### config.mk
export PLATFORM = sky130hd
export DESIGN_NAME = byte_pattern_search_wildcard_core
export DESIGN_NICKNAME = d
export VERILOG_FILES = /design/src/sv/bps_pkg.sv /design/src/sv/byte_pattern_search_wildcard_core.sv /design/src/sv/bps_regs.sv /design/src/sv/bps_cell.sv
export SDC_FILE = /design/constraint.sdc
export NUM_CORES = 2
export LEC_CHECK = 0
export BUFFER_PORTS_ARGS = -buffer_cell sky130_fd_sc_hd__buf_2
export CAP_MARGIN = 30
export CORE_AREA = 4 4 359 361
export DETAILED_ROUTE_END_ITERATION = 7
export DIE_AREA = 0 0 363 365
export PLACE_DENSITY = 0.65
export SYNTH_ARGS = -nofsm -noshare
export SYNTH_HDL_FRONTEND = slang
export SYNTH_SLANG_ARGS = --single-unit
### constraint.sdc
create_clock -name clk -period 9 [get_ports clk]
set_clock_uncertainty 0.1 [all_clocks]
set_input_delay 2.7 -clock clk [delete_from_list [all_inputs] [get_ports clk]]
set_output_delay 2.7 -clock clk [all_outputs]
set_load 0.02 [all_outputs]
### src/sv/bps_pkg.sv
// ----------------------------------------------------------------------------
// bps_pkg
// Shared types and constants of the byte pattern search core.
// ----------------------------------------------------------------------------
package bps_pkg;

  localparam int PATTERN_MAX_DEF = 32;
  localparam int OFFSET_BITS_DEF = 16;

  localparam int ADDR_W    = 5;
  localparam int DATA_W    = 32;
  localparam int IN_DATA_W = 16;

  localparam logic [2:0] REG_PATTERN_LENGTH  = 3'd0;
  localparam logic [2:0] REG_CASE_FOLD       = 3'd1;
  localparam logic [2:0] REG_RELATIVE_MODE   = 3'd2;
  localparam logic [2:0] REG_WILDCARD_ENABLE = 3'd3;
  localparam logic [2:0] REG_WILDCARD_CHAR   = 3'd4;

  localparam logic MODE_LOAD   = 1'b0;
  localparam logic MODE_STREAM = 1'b1;

  typedef struct packed {
    logic [5:0] pattern_length;
    logic       case_fold;
    logic       relative_mode;
    logic       wildcard_enable;
    logic [7:0] wildcard_char;
  } bps_cfg_t;

  typedef struct packed {
    logic       shift;
    logic       clear;
    logic       rotate;
    logic       case_fold;
    logic       relative_mode;
    logic       wildcard_enable;
    logic [7:0] wildcard_char;
    logic [7:0] load_value;
  } bps_ctl_t;

endpackage

### src/sv/byte_pattern_search_wildcard_core.sv
// ----------------------------------------------------------------------------
// byte_pattern_search_wildcard_core
// Streaming byte pattern search with case folding, wildcard and relative
// matching, built as a ring of compare cells.
// ----------------------------------------------------------------------------
// The core takes one item per cycle, either a pattern load or a buffer byte,
// and the result of a byte is registered in the output register, or in the
// skid register behind it while the output register waits; while both
// hold a result, no item is accepted until the receiver takes one. Every cell
// holds one history byte and the pattern byte that lines up with it, so the
// whole window is compared at once. The pattern ring is kept aligned to the
// programmed length; after pattern_length changes, the ring rotates one place
// per cycle until it lines up again, and no item is accepted during that time.
module byte_pattern_search_wildcard_core import bps_pkg::*; #(
  parameter int PATTERN_MAX = PATTERN_MAX_DEF,
  parameter int OFFSET_BITS = OFFSET_BITS_DEF,
  localparam int OUT_W = ((OFFSET_BITS + 7) / 8) * 8
) (
  input  logic                 clk,
  input  logic                 rst,
  input  logic                 psel,
  input  logic                 penable,
  input  logic                 pwrite,
  input  logic [ADDR_W-1:0]    paddr,
  input  logic [DATA_W-1:0]    pwdata,
  output logic [DATA_W-1:0]    prdata,
  output logic                 pready,
  input  logic                 s_axis_tvalid,
  output logic                 s_axis_tready,
  // pattern_index [4:0], byte_value [12:5], zero fill above
  input  logic [IN_DATA_W-1:0] s_axis_tdata,
  input  logic                 s_axis_tlast,
  // mode
  input  logic                 s_axis_tuser,
  output logic                 m_axis_tvalid,
  input  logic                 m_axis_tready,
  // offset [OFFSET_BITS-1:0], zero fill above
  output logic [OUT_W-1:0]     m_axis_tdata,
  // found
  output logic                 m_axis_tuser
);

  localparam int AW     = (PATTERN_MAX > 2) ? $clog2(PATTERN_MAX) : 1;
  localparam int LEN_W  = $clog2(PATTERN_MAX + 1);
  localparam int CMP_W  = (LEN_W > 6) ? LEN_W : 6;
  localparam int SW     = ((AW > 5) ? AW : 5) + 1;
  localparam int CNT_W  = OFFSET_BITS + 1;
  localparam logic [OFFSET_BITS-1:0] OFFSET_MAX = {OFFSET_BITS{1'b1}};
  localparam logic [CNT_W-1:0] COUNT_MAX = {1'b0, OFFSET_MAX} + CNT_W'(PATTERN_MAX);

  bps_cfg_t cfg;
  bps_ctl_t ctl;

  logic [CMP_W-1:0]       len_ext;
  logic [CMP_W-1:0]       len_eff;
  logic [AW-1:0]          align;
  logic [AW-1:0]          align_target;
  logic                   aligned;
  logic                   in_accept;
  logic                   byte_acc;
  logic                   load_acc;
  logic [4:0]             idx;
  logic [7:0]             val;
  logic                   last;
  logic [SW-1:0]          load_diff;
  logic [AW-1:0]          load_cell;
  logic                   load_ok;

  logic [7:0]             hist [PATTERN_MAX];
  logic [7:0]             pat  [PATTERN_MAX];
  logic [7:0]             win  [PATTERN_MAX];
  logic [PATTERN_MAX-1:0] ok;

  logic [CNT_W-1:0]       cnt;
  logic [CNT_W-1:0]       cnt_next;
  logic [CNT_W-1:0]       off_full;
  logic [OFFSET_BITS-1:0] off;
  logic                   matched;
  logic                   hit;
  logic                   miss;
  logic                   res_v;
  logic [OFFSET_BITS-1:0] res_off;

  logic                   out_valid;
  logic                   out_found;
  logic [OFFSET_BITS-1:0] out_off;
  logic                   skid_valid;
  logic                   skid_found;
  logic [OFFSET_BITS-1:0] skid_off;
  logic                   pop;

  bps_regs u_regs (
    .clk     (clk),
    .rst     (rst),
    .psel    (psel),
    .penable (penable),
    .pwrite  (pwrite),
    .paddr   (paddr),
    .pwdata  (pwdata),
    .prdata  (prdata),
    .pready  (pready),
    .cfg     (cfg)
  );

  always_comb begin
    len_ext = CMP_W'(cfg.pattern_length);
    if (len_ext == '0) begin
      len_eff = CMP_W'(1);
    end else if (len_ext > CMP_W'(PATTERN_MAX)) begin
      len_eff = CMP_W'(PATTERN_MAX);
    end else begin
      len_eff = len_ext;
    end
  end

  assign align_target = AW'(len_eff - CMP_W'(1));
  assign aligned      = align == align_target;

  assign s_axis_tready = aligned && !skid_valid;
  assign in_accept     = s_axis_tvalid && s_axis_tready;
  assign byte_acc      = in_accept && (s_axis_tuser == MODE_STREAM);
  assign load_acc      = in_accept && (s_axis_tuser == MODE_LOAD);
  assign idx           = s_axis_tdata[4:0];
  assign val           = s_axis_tdata[12:5];
  assign last          = s_axis_tlast;

  always_comb begin
    load_diff = SW'(align) - SW'(idx);
    if (load_diff[SW-1]) begin
      load_diff = load_diff + SW'(PATTERN_MAX);
    end
    load_cell = load_diff[AW-1:0];
    load_ok   = load_acc && (SW'(idx) < SW'(PATTERN_MAX));
  end

  always_comb begin
    ctl.shift           = byte_acc;
    ctl.clear           = byte_acc && last;
    ctl.rotate          = !aligned;
    ctl.case_fold       = cfg.case_fold;
    ctl.relative_mode   = cfg.relative_mode;
    ctl.wildcard_enable = cfg.wildcard_enable;
    ctl.wildcard_char   = cfg.wildcard_char;
    ctl.load_value      = val;
  end

  always_ff @(posedge clk) begin
    if (rst) begin
      align <= '0;
    end else if (!aligned) begin
      align <= (align == AW'(PATTERN_MAX - 1)) ? '0 : align + AW'(1);
    end
  end

  for (genvar k = 0; k < PATTERN_MAX; k++) begin : g_cell
    if (k == 0) begin : g_head
      assign win[k] = val;
    end else begin : g_body
      assign win[k] = hist[k-1];
    end

    bps_cell u_cell (
      .clk           (clk),
      .rst           (rst),
      .ctl           (ctl),
      .active        (CMP_W'(k) < len_eff),
      .rel_active    ((k != 0) && (CMP_W'(k) < len_eff)),
      .load          (load_ok && (load_cell == AW'(k))),
      .win_byte      (win[k]),
      .prev_win_byte (win[(k + PATTERN_MAX - 1) % PATTERN_MAX]),
      .pat_in        (pat[(k + PATTERN_MAX - 1) % PATTERN_MAX]),
      .hist          (hist[k]),
      .pat           (pat[k]),
      .ok            (ok[k])
    );
  end

  always_comb begin
    cnt_next = (cnt < COUNT_MAX) ? cnt + CNT_W'(1) : cnt;
    off_full = cnt_next - CNT_W'(len_eff);
    off      = (off_full > {1'b0, OFFSET_MAX}) ? OFFSET_MAX : off_full[OFFSET_BITS-1:0];
    hit      = !matched && (cnt_next >= CNT_W'(len_eff)) && (&ok) &&
               (!cfg.relative_mode || (len_eff >= CMP_W'(2)));
    miss     = last && !matched && !hit;
    res_v    = byte_acc && (hit || miss);
    res_off  = hit ? off : '0;
  end

  always_ff @(posedge clk) begin
    if (rst) begin
      cnt     <= '0;
      matched <= 1'b0;
    end else if (byte_acc) begin
      if (last) begin
        cnt     <= '0;
        matched <= 1'b0;
      end else begin
        cnt     <= cnt_next;
        matched <= matched || hit;
      end
    end
  end

  assign pop = out_valid && m_axis_tready;

  always_ff @(posedge clk) begin
    if (rst) begin
      out_valid  <= 1'b0;
      skid_valid <= 1'b0;
    end else if (skid_valid) begin
      if (pop) begin
        out_found  <= skid_found;
        out_off    <= skid_off;
        skid_valid <= 1'b0;
      end
    end else if (!out_valid || pop) begin
      out_valid <= res_v;
      out_found <= hit;
      out_off   <= res_off;
    end else if (res_v) begin
      skid_valid <= 1'b1;
      skid_found <= hit;
      skid_off   <= res_off;
    end
  end

  assign m_axis_tvalid = out_valid;
  assign m_axis_tuser  = out_found;
  assign m_axis_tdata  = OUT_W'(out_off);

  // The ring never takes an item while it is still rotating into place.
  a_no_accept_rotating: assert property (@(posedge clk) disable iff (rst)
    !aligned |-> !in_accept)
    else $error("item accepted during pattern realignment");

  // The skid stage only fills behind a waiting output register.
  a_skid_behind_out: assert property (@(posedge clk) disable iff (rst)
    skid_valid |-> out_valid)
    else $error("skid holds a result with an empty output register");

  // A reported match always belongs to a stream that has bytes in it.
  a_matched_count: assert property (@(posedge clk) disable iff (rst)
    matched |-> (cnt != '0))
    else $error("match flag set with an empty byte count");

  // The last byte of a stream leaves the stream state cleared.
  a_last_clears: assert property (@(posedge clk) disable iff (rst)
    (byte_acc && last) |=> (cnt == '0) && !matched)
    else $error("stream state not cleared after last byte");

  // A not-found result carries a zero offset.
  a_miss_zero: assert property (@(posedge clk) disable iff (rst)
    (m_axis_tvalid && !m_axis_tuser) |-> (m_axis_tdata == '0))
    else $error("not-found result with nonzero offset");

endmodule

### src/sv/bps_regs.sv
// ----------------------------------------------------------------------------
// bps_regs
// Configuration register file behind the APB-style port.
// ----------------------------------------------------------------------------
module bps_regs import bps_pkg::*; (
  input  logic              clk,
  input  logic              rst,
  input  logic              psel,
  input  logic              penable,
  input  logic              pwrite,
  input  logic [ADDR_W-1:0] paddr,
  input  logic [DATA_W-1:0] pwdata,
  output logic [DATA_W-1:0] prdata,
  output logic              pready,
  output bps_cfg_t          cfg
);

  logic [2:0] index;
  logic       wr;

  assign index  = paddr[4:2];
  assign wr     = psel & penable & pwrite;
  assign pready = 1'b1;

  always_ff @(posedge clk) begin
    if (rst) begin
      cfg.pattern_length  <= 6'd1;
      cfg.case_fold       <= 1'b0;
      cfg.relative_mode   <= 1'b0;
      cfg.wildcard_enable <= 1'b0;
      cfg.wildcard_char   <= 8'd0;
    end else if (wr) begin
      unique case (index)
        REG_PATTERN_LENGTH:  cfg.pattern_length  <= pwdata[5:0];
        REG_CASE_FOLD:       cfg.case_fold       <= pwdata[0];
        REG_RELATIVE_MODE:   cfg.relative_mode   <= pwdata[0];
        REG_WILDCARD_ENABLE: cfg.wildcard_enable <= pwdata[0];
        REG_WILDCARD_CHAR:   cfg.wildcard_char   <= pwdata[7:0];
        default: ;
      endcase
    end
  end

  always_comb begin
    unique case (index)
      REG_PATTERN_LENGTH:  prdata = {26'd0, cfg.pattern_length};
      REG_CASE_FOLD:       prdata = {31'd0, cfg.case_fold};
      REG_RELATIVE_MODE:   prdata = {31'd0, cfg.relative_mode};
      REG_WILDCARD_ENABLE: prdata = {31'd0, cfg.wildcard_enable};
      REG_WILDCARD_CHAR:   prdata = {24'd0, cfg.wildcard_char};
      default:             prdata = '0;
    endcase
  end

endmodule

### src/sv/bps_cell.sv
// ----------------------------------------------------------------------------
// bps_cell
// One position of the search chain: a history byte, a pattern byte and the
// compare of the two.
// ----------------------------------------------------------------------------
module bps_cell import bps_pkg::*; (
  input  logic       clk,
  input  logic       rst,
  input  bps_ctl_t   ctl,
  input  logic       active,
  input  logic       rel_active,
  input  logic       load,
  input  logic [7:0] win_byte,
  input  logic [7:0] prev_win_byte,
  input  logic [7:0] pat_in,
  output logic [7:0] hist,
  output logic [7:0] pat,
  output logic       ok
);

  function automatic logic is_letter(input logic [7:0] c);
    return (c >= 8'h41 && c <= 8'h5a) || (c >= 8'h61 && c <= 8'h7a);
  endfunction

  function automatic logic [7:0] fold_lower(input logic [7:0] c);
    return (c >= 8'h41 && c <= 8'h5a) ? c + 8'h20 : c;
  endfunction

  logic       wild_skip;
  logic       byte_eq;
  logic [8:0] diff_b;
  logic [8:0] diff_p;

  always_ff @(posedge clk) begin
    if (rst) begin
      hist <= 8'd0;
    end else if (ctl.clear) begin
      hist <= 8'd0;
    end else if (ctl.shift) begin
      hist <= win_byte;
    end
  end

  always_ff @(posedge clk) begin
    if (load) begin
      pat <= ctl.load_value;
    end else if (ctl.rotate) begin
      pat <= pat_in;
    end
  end

  always_comb begin
    wild_skip = ctl.wildcard_enable && (pat == ctl.wildcard_char);
    if (ctl.case_fold && is_letter(pat)) begin
      byte_eq = fold_lower(win_byte) == fold_lower(pat);
    end else begin
      byte_eq = win_byte == pat;
    end
    diff_b = {1'b0, win_byte} - {1'b0, prev_win_byte};
    diff_p = {1'b0, pat} - {1'b0, pat_in};
    if (ctl.relative_mode) begin
      ok = !rel_active || wild_skip || (diff_b == diff_p);
    end else begin
      ok = !active || wild_skip || byte_eq;
    end
  end

endmodule

==> metrics.txt <==
# TYPE chip_impl_metric gauge
chip_impl_metric{name="postSynthAreaPerCell",unit="sq um"} 7.927
chip_impl_metric{name="switch_share",unit="%"} 43.94
chip_impl_metric{name="intPower",unit="mW"} 10.15
chip_impl_info{name="r2r_start",value="u_regs.cfg[12]"} 1
chip_impl_info{name="synth_flop_cell",value="sky130_fd_sc_hd__edfxtp_1"} 1
chip_impl_info{name="hold_path_class",value="reg -> reg"} 1
chip_impl_info{name="setup.worst_path.start",value="u_regs.cfg[12]"} 1
chip_impl_info{name="tritoncts",value="done"} 1
chip_impl_metric{name="rows",unit=""} 130
chip_impl_metric{name="drt_first_iter_violations",unit=""} 5067
chip_impl_metric{name="grt_pass1_wl",unit="um"} 303600
chip_impl_metric{name="drv_cap",unit=""} 0
chip_impl_metric{name="setup_violations",unit=""} 0
chip_impl_metric{name="clock_path_buffers",unit=""} 3
chip_impl_info{name="status",value="completed"} 1
chip_impl_metric{name="grt_max_degree",unit=""} 87
chip_impl_metric{name="worst_max_slew_pin_slew",unit="ns"} 1.070
chip_impl_metric{name="post_synth_inst_count",unit=""} 7865
chip_impl_metric{name="yosysWarnings",unit=""} 0
chip_impl_metric{name="final_net_count",unit=""} 8376
chip_impl_metric{name="max_vdd_drop",unit="uV"} 145.6
chip_impl_metric{name="post_route_cells_drive_above_1_share",unit="%"} 5.007
chip_impl_metric{name="die_x",unit="um"} 363
chip_impl_metric{name="numPlacedInstances",unit=""} 9216
chip_impl_metric{name="drt-wirelength-per-cell",unit="um"} 20.95
chip_impl_metric{name="maxSlewViolCount",unit=""} 0
chip_impl_metric{name="start_util",unit="%"} 49.72
chip_impl_metric{name="postRouteWirelength",unit="um"} 196200
chip_impl_info{name="timing.hold.worst.start",value="matched"} 1
chip_impl_metric{name="critical_path_peak_fanout",unit=""} 8
chip_impl_metric{name="final_instance_area",unit="sq um"} 66230
chip_impl_metric{name="routed_via_density",unit=""} 5.965
chip_impl_metric{name="number_of_register_bits_inferred_by_synthesis",unit=""} 580
chip_impl_metric{name="power.sequential.fraction",unit="%"} 27.9
chip_impl_metric{name="arrival",unit="ns"} 4.26
chip_impl_metric{name="chipHeight",unit="um"} 365
chip_impl_metric{name="total_global_routing_track_utilization",unit="%"} 28.80
chip_impl_info{name="clk_root_buffer_cell",value="sky130_fd_sc_hd__clkbuf_16"} 1
chip_impl_metric{name="power_per_cell_area",unit="nW/um^2"} 273.3
chip_impl_metric{name="fill_cells",unit=""} 11859
chip_impl_metric{name="post_cts_hold_buffer_count",unit=""} 0
chip_impl_metric{name="globalRouteMet2Util",unit="%"} 47.64
chip_impl_metric{name="floorplan.io_pins",unit=""} 114
chip_impl_info{name="critPathKind",value="reg -> out"} 1
chip_impl_metric{name="ys_seq_area_share",unit="%"} 23.28
chip_impl_metric{name="ys_async_sr_fraction",unit="%"} 0
chip_impl_metric{name="clkPwrFrac",unit="%"} 17.9
chip_impl_info{name="grt_setup_unrepaired",value="false"} 1
chip_impl_metric{name="die-area",unit="sq um"} 132500
chip_impl_metric{name="final-hold-violation-count",unit=""} 0
chip_impl_metric{name="cts_h_tree_depth",unit=""} 3
chip_impl_metric{name="post_route_fraction_of_the_period_consumed_by_the_critical_path",unit="%"} 78.41
chip_impl_metric{name="route.detailed.drc",unit=""} 0
chip_impl_metric{name="grt.met1_usage",unit="%"} 38.49
chip_impl_metric{name="detail_route.first_pass.iterations",unit=""} 8
chip_impl_metric{name="routed-via-count",unit=""} 55866
chip_impl_info{name="synth.area.top_cells",value="sky130_fd_sc_hd__edfxtp_1, sky130_fd_sc_hd__ha_1, sky130_fd_sc_hd__xnor2_1, sky130_fd_sc_hd__dfxtp_1, sky130_fd_sc_hd__nand2_1"} 1
chip_impl_metric{name="synthToLayoutAreaGrowth",unit="%"} 6.225
chip_impl_metric{name="setup_tns",unit="ns"} 0
chip_impl_metric{name="dp.final_hpwl",unit="um"} 142800
chip_impl_metric{name="clkTransAtPathRegs",unit="ns"} 0.06
chip_impl_metric{name="cts.repair_timing.setup_buffer_count",unit=""} 0
chip_impl_info{name="post-synth-top-count-cell",value="sky130_fd_sc_hd__nand2_1"} 1
chip_impl_metric{name="p_switching",unit="mW"} 7.952
chip_impl_info{name="busiest_layer",value="met2"} 1
chip_impl_metric{name="worst-r2r-setup-slack",unit="ns"} 2.37
chip_impl_metric{name="yosys.area.top_type_share",unit="%"} 13.97
chip_impl_metric{name="post_cts_resized",unit=""} 0
chip_impl_metric{name="relative_slew_margins",unit="%"} 28.32
chip_impl_metric{name="cts-buffers-inserted",unit=""} 77
chip_impl_metric{name="global_route_congestion_overflow_total",unit=""} 0
chip_impl_metric{name="final-instance-count-excl-fill",unit=""} 9365
chip_impl_metric{name="placeableCoreArea",unit="sq um"} 125400
chip_impl_metric{name="fmaxAchievable",unit="MHz"} 141.7
chip_impl_info{name="yosys.area.top_type",value="sky130_fd_sc_hd__edfxtp_1"} 1
chip_impl_metric{name="insertion_delay",unit="ns"} 0.69
chip_impl_metric{name="dpl-instance-area",unit="sq um"} 63550
chip_impl_metric{name="holdWs",unit="ns"} 0.4114
chip_impl_metric{name="yosysUniqueCellTypes",unit=""} 103
chip_impl_metric{name="initial_antenna_violation_count",unit=""} 4
chip_impl_metric{name="place_congestion",unit=""} 0.9254
chip_impl_metric{name="timing.critical_path.required",unit="ns"} 6.20
chip_impl_metric{name="comb_power_share",unit="%"} 54.2
chip_impl_metric{name="synth_enable_flop_cells",unit=""} 290
chip_impl_metric{name="post_synth_instance_area",unit="sq um"} 62350
chip_impl_info{name="critPathCaptureType",value="output port"} 1
chip_impl_metric{name="via_count_of_the_first_global_routing_pass",unit=""} 52934
chip_impl_info{name="worstSetupStartpointType",value="flip-flop"} 1
chip_impl_metric{name="use_met3",unit="%"} 4.320
chip_impl_metric{name="power_leakage",unit="nW"} 26.01
chip_impl_metric{name="period_minus_slack",unit="ns"} 7.057
chip_impl_metric{name="tritoncts_num_sinks",unit=""} 580
chip_impl_info{name="synth_commonest_cells",value="sky130_fd_sc_hd__nand2_1, sky130_fd_sc_hd__xnor2_1, sky130_fd_sc_hd__ha_1"} 1
chip_impl_metric{name="antenna_violating_nets_post_route",unit=""} 0
chip_impl_metric{name="io_buffer_count",unit=""} 59
metrics by stage:
step,setup WS (ns),total power [mW],utilization (%)
5_1_grt,1.788,19.46,52.80
6_report,1.943,18.10,52.81
3_3_place_gp,1.846,14.49,50.62
3_5_place_dp,1.792,14.73,50.68
2_1_floorplan,1.518,12.68,-
4_1_cts,2.055,18.05,52.77
worst max-delay path, cell delays in order, from the launching register on:
cell and delay (ns):
sky130_fd_sc_hd__dfxtp_1 0.71, sky130_fd_sc_hd__or2_2 0.30, sky130_fd_sc_hd__nor3_1 0.06, sky130_fd_sc_hd__o21ai_0 0.69, sky130_fd_sc_hd__ha_1 0.41, sky130_fd_sc_hd__xor2_1 0.21
sky130_fd_sc_hd__xnor2_1 0.08, sky130_fd_sc_hd__nor3_1 0.33, sky130_fd_sc_hd__and3_1 0.51, sky130_fd_sc_hd__buf_2 0.26
state kept, by name (all words and copies together), names as in the netlist:
register            cells
u_regs.cfg             17
skid_valid              1
g_cell.u_cell.hist    248
matched                 1
skid_found              1
skid_off               16
m_axis_tdata           16
m_axis_tvalid           1
cnt                    17
g_cell.u_cell.pat     256
align                   5
m_axis_tuser            1
layout by cell type (no fill, tap or decap), types with 46 or more instances in the layout:
cell type / instances
sky130_fd_sc_hd__nand2_1: 1055
sky130_fd_sc_hd__xnor2_1: 802
sky130_fd_sc_hd__ha_1: 603
sky130_fd_sc_hd__inv_1: 596
sky130_fd_sc_hd__a21oi_1: 552
sky130_fd_sc_hd__o21ai_0: 508
sky130_fd_sc_hd__xor2_1: 421
sky130_fd_sc_hd__nor2_1: 360
sky130_fd_sc_hd__edfxtp_1: 290
sky130_fd_sc_hd__dfxtp_1: 279
sky130_fd_sc_hd__nor3_1: 202
sky130_fd_sc_hd__nand3_1: 137
sky130_fd_sc_hd__nor2b_1: 127
sky130_fd_sc_hd__nand4_1: 114
sky130_fd_sc_hd__nand2b_1: 95
sky130_fd_sc_hd__a31oi_1: 93
sky130_fd_sc_hd__nor4_1: 92
sky130_fd_sc_hd__clkbuf_16: 83
sky130_fd_sc_hd__a21o_1: 78
sky130_fd_sc_hd__buf_2: 65
sky130_fd_sc_hd__fa_1: 64
sky130_fd_sc_hd__buf_4: 59
sky130_fd_sc_hd__or3_1: 58
sky130_fd_sc_hd__o41ai_1: 53
sky130_fd_sc_hd__o211ai_1: 46
per-layer routing:
layer | vias up | share of wire [%]
li1 | 26983 | -
met1 | 26561 | 43
met5 | - | 0.0066
met2 | 1942 | 45
met4 | 2 | 3.5
met3 | 378 | 8.0
kinds of logic after synthesis:
| family | Yosys count | synth area share, % |
|---|---|---|
| and+or+nand+nor | 2464 | 18.79 |
| buffers and inverters | 1045 | 6.484 |
| muxes | 86 | 1.521 |
| xor gates and xnor gates | 1248 | 18.08 |
| AOI/OAI and AO/OA | 1773 | 17.67 |
| other | 2 | 0.01205 |
| DFF | 580 | 23.28 |
| adders and majority gates | 667 | 14.16 |
final timing paths:
| kind | cells past startpoint | to |
|---|---|---|
| setup / recovery | 9 | s_axis_tready |
| hold / removal | 2 | matched |
| setup reg to reg | 16 | m_axis_tdata[3] |
| hold reg to reg | 2 | matched |
layout make-up:
type / count / area (sq um) / share of cell area (%)
Clock inverter: 41 / 444.2 / 0.6707
Sequential cell: 580 / 14530 / 21.94
Multi-Input combinational cell: 6263 / 43940 / 66.34
Clock buffer: 100 / 2182 / 3.295
Timing Repair Buffer: 127 / 809.5 / 1.222
Tap cell: 1650 / 2064 / 3.117
Antenna cell: 6 / 15.01 / 0.02267
Inverter: 598 / 2245 / 3.389
power groups by stage:
stage	sequential (mW)	combinational (mW)	clock [mW]
floorplan	3.98	8.70	0
global placement	5.04	9.45	0
detailed placement	5.05	9.68	0
CTS	5.00	9.75	3.31
global route	5.10	11.0	3.39
finish	5.04	9.81	3.24
(Power assumes the default switching activity.)
